### src/rtl/core/multi_priority_message_queue_macros.svh
// assertion macros for the message queue
`ifndef MULTI_PRIORITY_MESSAGE_QUEUE_MACROS_SVH
`define MULTI_PRIORITY_MESSAGE_QUEUE_MACROS_SVH
// property holds every cycle outside reset
`define MPMQ_ASSERT(label, prop, msg) \
   label: assert property (@(posedge clock) disable iff (reset) (prop)) else $error(msg);
// implication checked from the next cycle
`define MPMQ_ASSERT_NEXT(label, ante, cons, msg) \
   label: assert property (@(posedge clock) disable iff (reset) (ante) |=> (cons)) \
      else $error(msg);
`endif

### src/rtl/core/mpmq_pkg.sv
// shared types and codes for the message queue
package mpmq_pkg;
   localparam logic [1:0] FUNC_PUSH = 2'd0;
   localparam logic [1:0] FUNC_POP_TOP = 2'd1;
   localparam logic [1:0] FUNC_POP_KEY = 2'd2;
   localparam logic [1:0] FUNC_POP_PRIO = 2'd3;
   localparam logic [1:0] ST_OK = 2'd0;
   localparam logic [1:0] ST_EMPTY = 2'd1;
   localparam logic [1:0] ST_FULL = 2'd2;
   localparam logic [1:0] ST_BADPRIO = 2'd3;
   localparam int KEY_W = 64;
   localparam int HANDLE_W = 16;
   localparam int PRIO_W = 2;
   localparam int LEVELS_W = 3;

   // controller to datapath
   typedef struct packed {
      logic search;
      logic commit;
   } ctrl_type;
endpackage

### src/rtl/core/mpmq_datapath.sv
// slot store with parallel search, close-up shift and result registers
module mpmq_datapath #(
   parameter int MAX_LEVELS = 4,
   parameter int STORE_DEPTH = 16,
   localparam int CNT_W = $clog2(STORE_DEPTH + 1),
   localparam int IDX_W = (STORE_DEPTH > 1) ? $clog2(STORE_DEPTH) : 1
) (
   input  logic clock,
   input  logic reset,
   input  mpmq_pkg::ctrl_type ctrl,
   input  logic [2:0] levels_cfg,
   input  logic [1:0] func,
   input  logic [1:0] prio,
   input  logic [63:0] key,
   input  logic [15:0] handle,
   output logic [1:0] status,
   output logic [15:0] out_handle,
   output logic [63:0] out_key,
   output logic [1:0] out_prio,
   output logic [CNT_W-1:0] queued_count
);
   import mpmq_pkg::*;

   logic [KEY_W-1:0] key_ff [STORE_DEPTH];
   logic [HANDLE_W-1:0] hdl_ff [STORE_DEPTH];
   logic [PRIO_W-1:0] lvl_ff [STORE_DEPTH];
   logic [CNT_W-1:0] count_ff, count_in;

   // search stage results
   logic [MAX_LEVELS-1:0] lvl_hit_in, lvl_hit_ff, key_hit_in, key_hit_ff;
   logic [IDX_W-1:0] lvl_pos_in [MAX_LEVELS];
   logic [IDX_W-1:0] key_pos_in [MAX_LEVELS];
   logic [IDX_W-1:0] lvl_pos_ff [MAX_LEVELS];
   logic [IDX_W-1:0] key_pos_ff [MAX_LEVELS];
   logic [2:0] levels;

   logic [1:0] status_ff, status_in;
   logic [15:0] ohdl_ff, ohdl_in;
   logic [63:0] okey_ff, okey_in;
   logic [1:0] oprio_ff, oprio_in;

   always_comb begin
      levels = levels_cfg;
      if (levels == 3'd0) levels = 3'd1;
      if (32'(levels) > MAX_LEVELS) levels = 3'(MAX_LEVELS);
   end

   // per-level first match, slots scanned in parallel
   always_comb begin
      for (int l = 0; l < MAX_LEVELS; l++) begin
         lvl_hit_in[l] = 1'b0;
         key_hit_in[l] = 1'b0;
         lvl_pos_in[l] = '0;
         key_pos_in[l] = '0;
         for (int i = STORE_DEPTH - 1; i >= 0; i--) begin
            if (CNT_W'(i) < count_ff && 32'(lvl_ff[i]) == l) begin
               lvl_hit_in[l] = 1'b1;
               lvl_pos_in[l] = IDX_W'(i);
               if (key_ff[i] == key) begin
                  key_hit_in[l] = 1'b1;
                  key_pos_in[l] = IDX_W'(i);
               end
            end
         end
      end
   end

   always_ff @(posedge clock) begin
      if (ctrl.search) begin
         lvl_hit_ff <= lvl_hit_in;
         key_hit_ff <= key_hit_in;
         lvl_pos_ff <= lvl_pos_in;
         key_pos_ff <= key_pos_in;
      end
   end

   logic take;
   logic [IDX_W-1:0] pos;
   logic push_ok;
   logic [1:0] push_lvl;

   always_comb begin
      take = 1'b0;
      pos = '0;
      push_ok = 1'b0;
      push_lvl = (levels > 3'd1) ? prio : 2'd0;
      status_in = ST_EMPTY;
      unique case (func)
         FUNC_PUSH: begin
            if (32'(count_ff) >= STORE_DEPTH) status_in = ST_FULL;
            else if ({1'b0, push_lvl} >= levels) status_in = ST_BADPRIO;
            else begin
               status_in = ST_OK;
               push_ok = 1'b1;
            end
         end
         FUNC_POP_TOP: begin
            for (int l = MAX_LEVELS - 1; l >= 0; l--) begin
               if (l < 32'(levels) && lvl_hit_ff[l]) begin
                  take = 1'b1;
                  pos = lvl_pos_ff[l];
               end
            end
         end
         FUNC_POP_KEY: begin
            for (int l = MAX_LEVELS - 1; l >= 0; l--) begin
               if (l < 32'(levels) && key_hit_ff[l]) begin
                  take = 1'b1;
                  pos = key_pos_ff[l];
               end
            end
         end
         default: begin
            if (levels <= 3'd1 || {1'b0, prio} >= levels) status_in = ST_BADPRIO;
            else begin
               for (int l = 0; l < MAX_LEVELS; l++) begin
                  if (32'(prio) == l && lvl_hit_ff[l]) begin
                     take = 1'b1;
                     pos = lvl_pos_ff[l];
                  end
               end
            end
         end
      endcase
      if (take) status_in = ST_OK;
      ohdl_in = take ? hdl_ff[pos] : '0;
      okey_in = take ? key_ff[pos] : '0;
      oprio_in = take ? lvl_ff[pos] : '0;
      count_in = count_ff;
      if (push_ok) count_in = count_ff + 1'b1;
      else if (take) count_in = count_ff - 1'b1;
   end

   always_ff @(posedge clock) begin
      if (reset) begin
         count_ff <= '0;
      end else if (ctrl.commit) begin
         count_ff <= count_in;
      end
   end

   always_ff @(posedge clock) begin
      if (ctrl.commit) begin
         status_ff <= status_in;
         ohdl_ff <= ohdl_in;
         okey_ff <= okey_in;
         oprio_ff <= oprio_in;
         for (int i = 0; i < STORE_DEPTH; i++) begin
            if (push_ok && CNT_W'(i) == count_ff) begin
               key_ff[i] <= key;
               hdl_ff[i] <= handle;
               lvl_ff[i] <= push_lvl;
            end else if (take && i < STORE_DEPTH - 1 && IDX_W'(i) >= pos) begin
               // close the gap left by the removed slot
               key_ff[i] <= key_ff[(i + 1) % STORE_DEPTH];
               hdl_ff[i] <= hdl_ff[(i + 1) % STORE_DEPTH];
               lvl_ff[i] <= lvl_ff[(i + 1) % STORE_DEPTH];
            end
         end
      end
   end

   assign status = status_ff;
   assign out_handle = ohdl_ff;
   assign out_key = okey_ff;
   assign out_prio = oprio_ff;
   assign queued_count = count_ff;
endmodule

### src/rtl/core/mpmq_ctrl.sv
// request sequencer: search, commit, respond
module mpmq_ctrl (
   input  logic clock,
   input  logic reset,
   input  logic start,
   output logic busy,
   output logic done,
   output mpmq_pkg::ctrl_type ctrl
);
   import mpmq_pkg::*;

   typedef enum logic [1:0] {IDLE, SEARCH, COMMIT} state_type;
   state_type state_ff;
   logic done_ff;

   always_ff @(posedge clock) begin
      if (reset) begin
         state_ff <= IDLE;
         done_ff <= 1'b0;
      end else begin
         done_ff <= 1'b0;
         unique case (state_ff)
            IDLE: if (start) state_ff <= SEARCH;
            SEARCH: state_ff <= COMMIT;
            COMMIT: begin
               state_ff <= IDLE;
               done_ff <= 1'b1;
            end
            default: state_ff <= IDLE;
         endcase
      end
   end

   assign busy = (state_ff != IDLE);
   assign done = done_ff;
   assign ctrl.search = (state_ff == SEARCH);
   assign ctrl.commit = (state_ff == COMMIT);
endmodule

### src/rtl/core/multi_priority_message_queue.sv
// top level of the strict-priority message queue
// A request is taken when start is high and busy is low; its single result
// appears on the rsp_ ports, with rsp_valid high for one cycle, after the
// SEARCH and COMMIT states, and a new request can be taken in that same cycle.
// Each request passes through the parallel slot search and the commit that
// shifts the store, and busy holds off a new request until it is through.
// The receiver cannot stall: rsp_ data holds only until the next request's commit.
module multi_priority_message_queue #(
   parameter int MAX_LEVELS = 4,
   parameter int STORE_DEPTH = 16
) (
   input  logic clock,
   input  logic reset,
   input  logic start,
   output logic busy,
   input  logic [1:0] req_func,
   input  logic [1:0] req_prio,
   input  logic [63:0] req_key,
   input  logic [15:0] req_handle,
   output logic rsp_valid,
   output logic [1:0] rsp_status,
   output logic [15:0] rsp_out_handle,
   output logic [63:0] rsp_out_key,
   output logic [1:0] rsp_out_prio,
   output logic [$clog2(STORE_DEPTH+1)-1:0] rsp_queued_count,
   input  logic csr_we,
   input  logic [2:0] csr_wdata
);
   import mpmq_pkg::*;
`include "multi_priority_message_queue_macros.svh"

   ctrl_type ctrl;
   logic [2:0] levels_ff;
   logic [1:0] func_ff, prio_ff;
   logic [63:0] key_ff;
   logic [15:0] handle_ff;

   always_ff @(posedge clock) begin
      if (reset) levels_ff <= 3'd3;
      else if (csr_we) levels_ff <= csr_wdata;
   end

   always_ff @(posedge clock) begin
      if (start && !busy) begin
         func_ff <= req_func;
         prio_ff <= req_prio;
         key_ff <= req_key;
         handle_ff <= req_handle;
      end
   end

   mpmq_ctrl u_ctrl (
      .clock(clock), .reset(reset), .start(start), .busy(busy),
      .done(rsp_valid), .ctrl(ctrl)
   );

   mpmq_datapath #(.MAX_LEVELS(MAX_LEVELS), .STORE_DEPTH(STORE_DEPTH)) u_dp (
      .clock(clock), .reset(reset), .ctrl(ctrl), .levels_cfg(levels_ff),
      .func(func_ff), .prio(prio_ff), .key(key_ff), .handle(handle_ff),
      .status(rsp_status), .out_handle(rsp_out_handle), .out_key(rsp_out_key),
      .out_prio(rsp_out_prio), .queued_count(rsp_queued_count)
   );

   `MPMQ_ASSERT(a_count_range, 32'(rsp_queued_count) <= STORE_DEPTH, "count past depth")
   `MPMQ_ASSERT_NEXT(a_done_after_commit, ctrl.commit, rsp_valid, "missing result")
   `MPMQ_ASSERT(a_one_phase, !(ctrl.search && ctrl.commit), "phases overlap")
   `MPMQ_ASSERT_NEXT(a_start_busy, start && !busy, busy, "request not taken")
endmodule
### config.mk
export PLATFORM = sky130hd
export DESIGN_NAME = multi_priority_message_queue
export DESIGN_NICKNAME = d
export VERILOG_FILES = /design/src/rtl/core/mpmq_pkg.sv /design/src/rtl/core/mpmq_datapath.sv /design/src/rtl/core/mpmq_ctrl.sv /design/src/rtl/core/multi_priority_message_queue.sv
export VERILOG_INCLUDE_DIRS = /design/src /design/src/rtl/core
export SDC_FILE = /design/constraint.sdc
export NUM_CORES = 2
export LEC_CHECK = 0
export BUFFER_PORTS_ARGS = -buffer_cell sky130_fd_sc_hd__buf_2
export CAP_MARGIN = 5
export CORE_MARGIN = 1
export CORE_UTILIZATION = 45
export DETAILED_ROUTE_END_ITERATION = 7
export SLEW_MARGIN = 20
export SYNTH_ARGS = -nofsm -noshare
export SYNTH_HDL_FRONTEND = slang
export SYNTH_SLANG_ARGS = --single-unit
### constraint.sdc
create_clock -name clock -period 11.4 [get_ports clock]
set_input_delay 1.71 -clock clock [delete_from_list [all_inputs] [get_ports clock]]
set_output_delay 1.71 -clock clock [all_outputs]
set_load 0.01 [all_outputs]
Word-level counts from Yosys, hierarchy flattened
Memories as Yosys holds them, arrays and structs flattened. A register that Yosys moved wholly into a read port is not among the register bits. Index checks and enable logic that the tools add are counted. Widths: inputs -> output; s select.

Register bits after elaboration: 137. Memories kept: 3. Bits in writable memories: 1312. Output and inout bits: 91. Input port bits: 91.

Memories: u_dp.key_ff (depth 16, bits a word 64, rd ports 17, clocked after Yosys merged registers in 1, wr ports 15, line mpmq_datapath.sv:24) `logic [KEY_W-1:0] key_ff [STORE_DEPTH];`; u_dp.hdl_ff (depth 16, bits a word 16, rd ports 16, clocked after Yosys merged registers in 1, wr ports 15, line mpmq_datapath.sv:25) `logic [HANDLE_W-1:0] hdl_ff [STORE_DEPTH];`; u_dp.lvl_ff (depth 16, bits a word 2, rd ports 17, clocked after Yosys merged registers in 1, wr ports 15, line mpmq_datapath.sv:26) `logic [PRIO_W-1:0] lvl_ff [STORE_DEPTH];`.

Eq/ne operators: 87. Reduce and logical (&&, ||, !) cells: 157. Bitwise logic cells: 45. Mux-type cells: 519. Add/sub/neg operators: 2. Order comparisons: 41.

Operator list (number): $eq 64x64->1 (16); $mux 64 (16); $mux 4 (173); $mux 1 (261); $mux 16 (16); $logic_and 1x1->1 (108); $eq 2x2->1 const B (36); $reduce_or 64->1 (1); $reduce_or 15->1 (4); $mux 2 (29); $mux 3 (18); $or 1x1->1 (45); $eq 4x5->1 const A (8); $lt 4x5->1 const A (8); $eq 2x1->1 const B (19); $logic_not 2->1 (19); $reduce_or 8->1 (4); $ge 4x4->1 const A (7); $eq 3x5->1 const A (4); $lt 3x5->1 const A (4); $ge 3x4->1 const A (4); $reduce_or 16->1 (1); $reduce_or 4->1 (4); $pmux 4 s3 (1); other kinds (26) (45).

Logic depth before layout (Yosys ltp)
An unclocked memory read counts as a cell.

Word-level depth: 34. Gate-level depth with buffers: 18. Gate-level depth less buffers: 13.

Modules after synthesis
Synthesis repeated with hierarchy kept, for this count alone.

Cells, all modules: 6641. Area, all modules: 87765.4 um^2.

By module, submodules not included: mpmq_datapath (seq. area each 43221.5 um^2, instances 1, cells each 6538, area each 85019.0 um^2); multi_priority_message_queue (seq. area each 2582.5 um^2, instances 1, cells each 94, area each 2632.5 um^2); mpmq_ctrl (seq. area each 60.1 um^2, instances 1, cells each 9, area each 113.9 um^2).

Worst setup path before layout
No wires, ideal clock.

Path kind: flip-flop to flip-flop. Start: reg u_ctrl.state_ff[0]. End: mem u_dp.hdl_ff[9][0], enable pin. Path slack: 1.993 ns. Period minus slack after synthesis: 9.407 ns. Buffers on the path: 1. Stages on the path, launching flop included: 6. Data arrival time: 8.765 ns. Required time: 10.757 ns. Cell sequence: dfxtp_1 nand2b_1 clkbuf_1 inv_1 nand2_1 o31ai_1.

RTL lines: from (decl) (line mpmq_ctrl.sv:13) `state_type state_ff;`; from (signal assigned) (line mpmq_ctrl.sv:18) `state_ff <= IDLE;`; from (signal assigned) (line mpmq_ctrl.sv:23) `IDLE: if (start) state_ff <= SEARCH;`; from (signal assigned) (line mpmq_ctrl.sv:24) `SEARCH: state_ff <= COMMIT;`; to (decl) (line mpmq_datapath.sv:25).

==> impl_metrics.json <==
{
  "outcome": "complete, no violations",
  "grt_pass1_wl_um": 479000,
  "drcViolationCount": 0,
  "drtIter0Drc": 10400,
  "swShare": 0.288,
  "vias_per_cell": 6.31,
  "cts.sinks": 1531,
  "async_reset_ff_frac": 0,
  "gp_congestion": 1.01,
  "p_leak_nw": 33.2,
  "grt_setup_unrepaired": "no",
  "grt_overflow": 0,
  "combPwrFrac": 0.154,
  "tightest_slew_ns": 1.23,
  "yosysTopAreaCell": "edfxtp_1",
  "cp.required_ns": 11.98,
  "cts_setup_buffers": 0,
  "yosysSeqAreaShare": 0.523,
  "synthDistinctLibCells": 71,
  "power_mw": 14.3,
  "hold_buffers": 0,
  "clock.fmax_ghz": 0.155,
  "grt_use_total": 0.347,
  "cts_buffer_depth": 3,
  "dominantRegCellSynth": "edfxtp_1",
  "synth_common_cells": "1520 x edfxtp_1, 1291 x nand2_1, 1098 x mux2_2, 610 x xor2_1, 418 x xnor2_1",
  "max_slew_margin": 0.171,
  "nNetsFinal": 7592,
  "switching_power_mw": 4.12,
  "num_vias": 64100,
  "htree_levels": 4,
  "worstSetupStartpoint": "levels_ff[2]",
  "drive_above_1_share": 0.239,
  "dpl.hpwl_um": 257000,
  "areaGrowthSynthToFinish_pct": 10.1,
  "io_pins": 182,
  "met3_length_um": 37100,
  "reg2regPathDepth": 14,
  "synth_area_um2": 87600,
  "regToRegSetupSlack_ns": 4.96,
  "peakVddDrop_v": 0.000118,
  "critPathKind": "reg -> reg",
  "fill_cells": 17100,
  "wire_per_inst_um": 34.4,
  "synthesis.nets": 7688,
  "cellPowerDensity_nw_per_um2": 149,
  "netlist_top_cells_area": "edfxtp_1 52%, mux2_2 14%, xor2_1 6.1%",
  "startpoint_type": "flip-flop",
  "ys_warn_count": 0,
  "period_minus_slack_ns": 6.44,
  "row_count": 161,
  "synth_edf_count": 1520,
  "r2r-end": "u_dp.key_ff[9][18]",
  "highest_layer": "met5",
  "dieHeight_um": 443,
  "grt_max_degree": 121,
  "core_um2": 193000,
  "synth_seq_cells": 1531,
  "slew_viol_final": 0,
  "hold_violations": 0,
  "wl_met1_um": 146000,
  "synthCells": 7585,
  "multi_input_area_um2": 39200,
  "r2r-start": "levels_ff[2]",
  "dieArea_um2": 197000,
  "worst_clock_skew_ns": 0.0372,
  "clkPwrFrac": 0.394,
  "crit_end": "u_dp.key_ff[9][18]",
  "crit_arrival_ns": 7.02,
  "routed_wl_um": 350000,
  "clk_pin_slew_ns": 0.06,
  "critPathCaptureType": "flip-flop",
  "p_int_mw": 10.2,
  "die_w_um": 443,
  "grt_pass1_vias": 59600,
  "firstDrtPassIters": 8,
  "seqPwrFrac": 0.452,
  "cts-buffers-inserted": 176,
  "period_share": 0.565,
  "syn_area_per_cell_um2": 11.6,
  "yosys.cell_count.top_type": "edfxtp_1",
  "antenna_left": 0,
  "io_buffers": 181,
  "seq_area_um2": 45900,
  "ctsResizeCount": 0,
  "antenna_found_initial": 19,
  "maxCapViolations": 0,
  "worst-path-max-fanout": 83,
  "cts_tree": "yes",
  "wl_met2_um": 145000,
  "hold_class": "reg -> reg",
  "clkLatencyLatePin_ns": 0.86,
  "finalSetupViolCount": 0,
  "initial_utilization": 0.454,
  "cts-root-buf": "clkbuf_16",
  "fin_tns_setup_ns": 0,
  "synthDominantCellAreaShare": 0.521
}
==> stage by stage <==
| step | utilization | hold slack, ns | std cells | cell area, um^2 | setup WS [ns] |
|---|---|---|---|---|---|
| after floorplan | - | 0.424 | 7585 | 87600 | 1.99 |
| after global placement | 0.470 | 0.538 | 9829 | 90800 | 5.11 |
| after detailed placement | 0.471 | 0.543 | 9834 | 90800 | 5.09 |
| after CTS | 0.499 | 0.539 | 10200 | 96400 | 5.11 |
| after global routing | 0.500 | 0.564 | 10200 | 96400 | 4.69 |
| final | 0.500 | 0.534 | 10200 | 96400 | 4.96 |
==> sequential cells by signal, indices dropped and copies added (netlist names), 5 cells and up <==
register           count
handle_ff             16
u_dp.lvl_ff           32
u_dp.out_handle       16
u_dp.hdl_ff          256
u_dp.key_ff         1024
u_dp.queued_count      5
u_dp.key_pos_ff       16
key_ff                64
u_dp.out_key          64
u_dp.lvl_pos_ff       16
==> metal layers <==
layer / up-vias / global-route usage
met3: 556 / 0.0746
met5: - / 0
li1: 27500 / -
met1: 32100 / 0.496
met2: 3975 / 0.484
met4: 8 / 0.198
==> worst max-delay path: stages (launching register included) <==
cell,delay [ns]
dfxtp_1,0.80
inv_1,0.20
nand2_1,0.12
ha_1,0.15
nor2b_1,0.06
o221ai_1,0.41
nor2_1,0.10
a31oi_1,0.51
nand2_4,0.59
nor2_4,0.30
buf_12,0.44
o21ai_1,0.29
a21oi_4,0.69
buf_4,0.85
mux2_2,0.42
==> cell type report <==
type,count,share of cell area
Sequential cell,1531,0.476
Antenna cell,6,0.000156
Clock buffer,214,0.0478
Multi-Input combinational cell,5356,0.406
Tap cell,2526,0.0328
Timing Repair Buffer,392,0.0266
Clock inverter,108,0.00965
Inverter,32,0.00130
==> power groups by stage <==
stage / clock [mW] / sequential [mW] / combinational, mW
2_1_floorplan: 0 / 6.54 / 1.27
3_3_place_gp: 0 / 6.59 / 2.11
3_5_place_dp: 0 / 6.59 / 2.12
4_1_cts: 5.68 / 6.47 / 2.14
5_1_grt: 5.88 / 6.48 / 2.27
6_report: 5.64 / 6.47 / 2.21
==> cell usage in the layout (no fill, tap or decap), types with 31 or more instances in the layout <==
| cell type | netlist | routed |
|---|---|---|
| clkinv_1 | 0 | 50 |
| nand4_1 | 179 | 179 |
| mux2i_1 | 95 | 95 |
| a31oi_1 | 82 | 81 |
| xor2_1 | 610 | 610 |
| nor2_1 | 109 | 103 |
| mux2_1 | 110 | 110 |
| inv_1 | 32 | 31 |
| clkbuf_1 | 348 | 35 |
| buf_2 | 188 | 182 |
| nand2_1 | 1291 | 1287 |
| xnor2_1 | 418 | 418 |
| a21oi_1 | 284 | 279 |
| nor3_1 | 58 | 57 |
| buf_4 | 33 | 201 |
| mux2_2 | 1098 | 1098 |
| clkbuf_16 | 0 | 179 |
| nor4_1 | 215 | 207 |
| nand3_1 | 260 | 258 |
| and3_1 | 32 | 31 |
| a32oi_1 | 34 | 34 |
| o21ai_0 | 159 | 147 |
| edfxtp_1 | 1520 | 1520 |
==> cell families after synthesis <==
family | synth area share
buf+inv | 0.0349
simple gates | 0.118
mux | 0.167
xor+xnor | 0.103
flops | 0.523
compound gates | 0.0527
fa+ha+maj | 0.00171
==> worst min path at each step <==
stage	depth (start not counted)	slack, ns	to	start
floorplan	0	0.42	u_dp.key_ff[15][0]	key_ff[0]
global placement	1	0.54	u_dp.hdl_ff[8][5]	u_dp.hdl_ff[9][5]
detailed placement	1	0.54	u_dp.hdl_ff[10][14]	u_dp.hdl_ff[11][14]
CTS	1	0.54	u_dp.hdl_ff[10][14]	u_dp.hdl_ff[11][14]
global route	1	0.56	u_dp.hdl_ff[10][14]	u_dp.hdl_ff[11][14]
finish	1	0.53	u_dp.hdl_ff[10][14]	u_dp.hdl_ff[11][14]
Power figures use the tool's default switching activity.
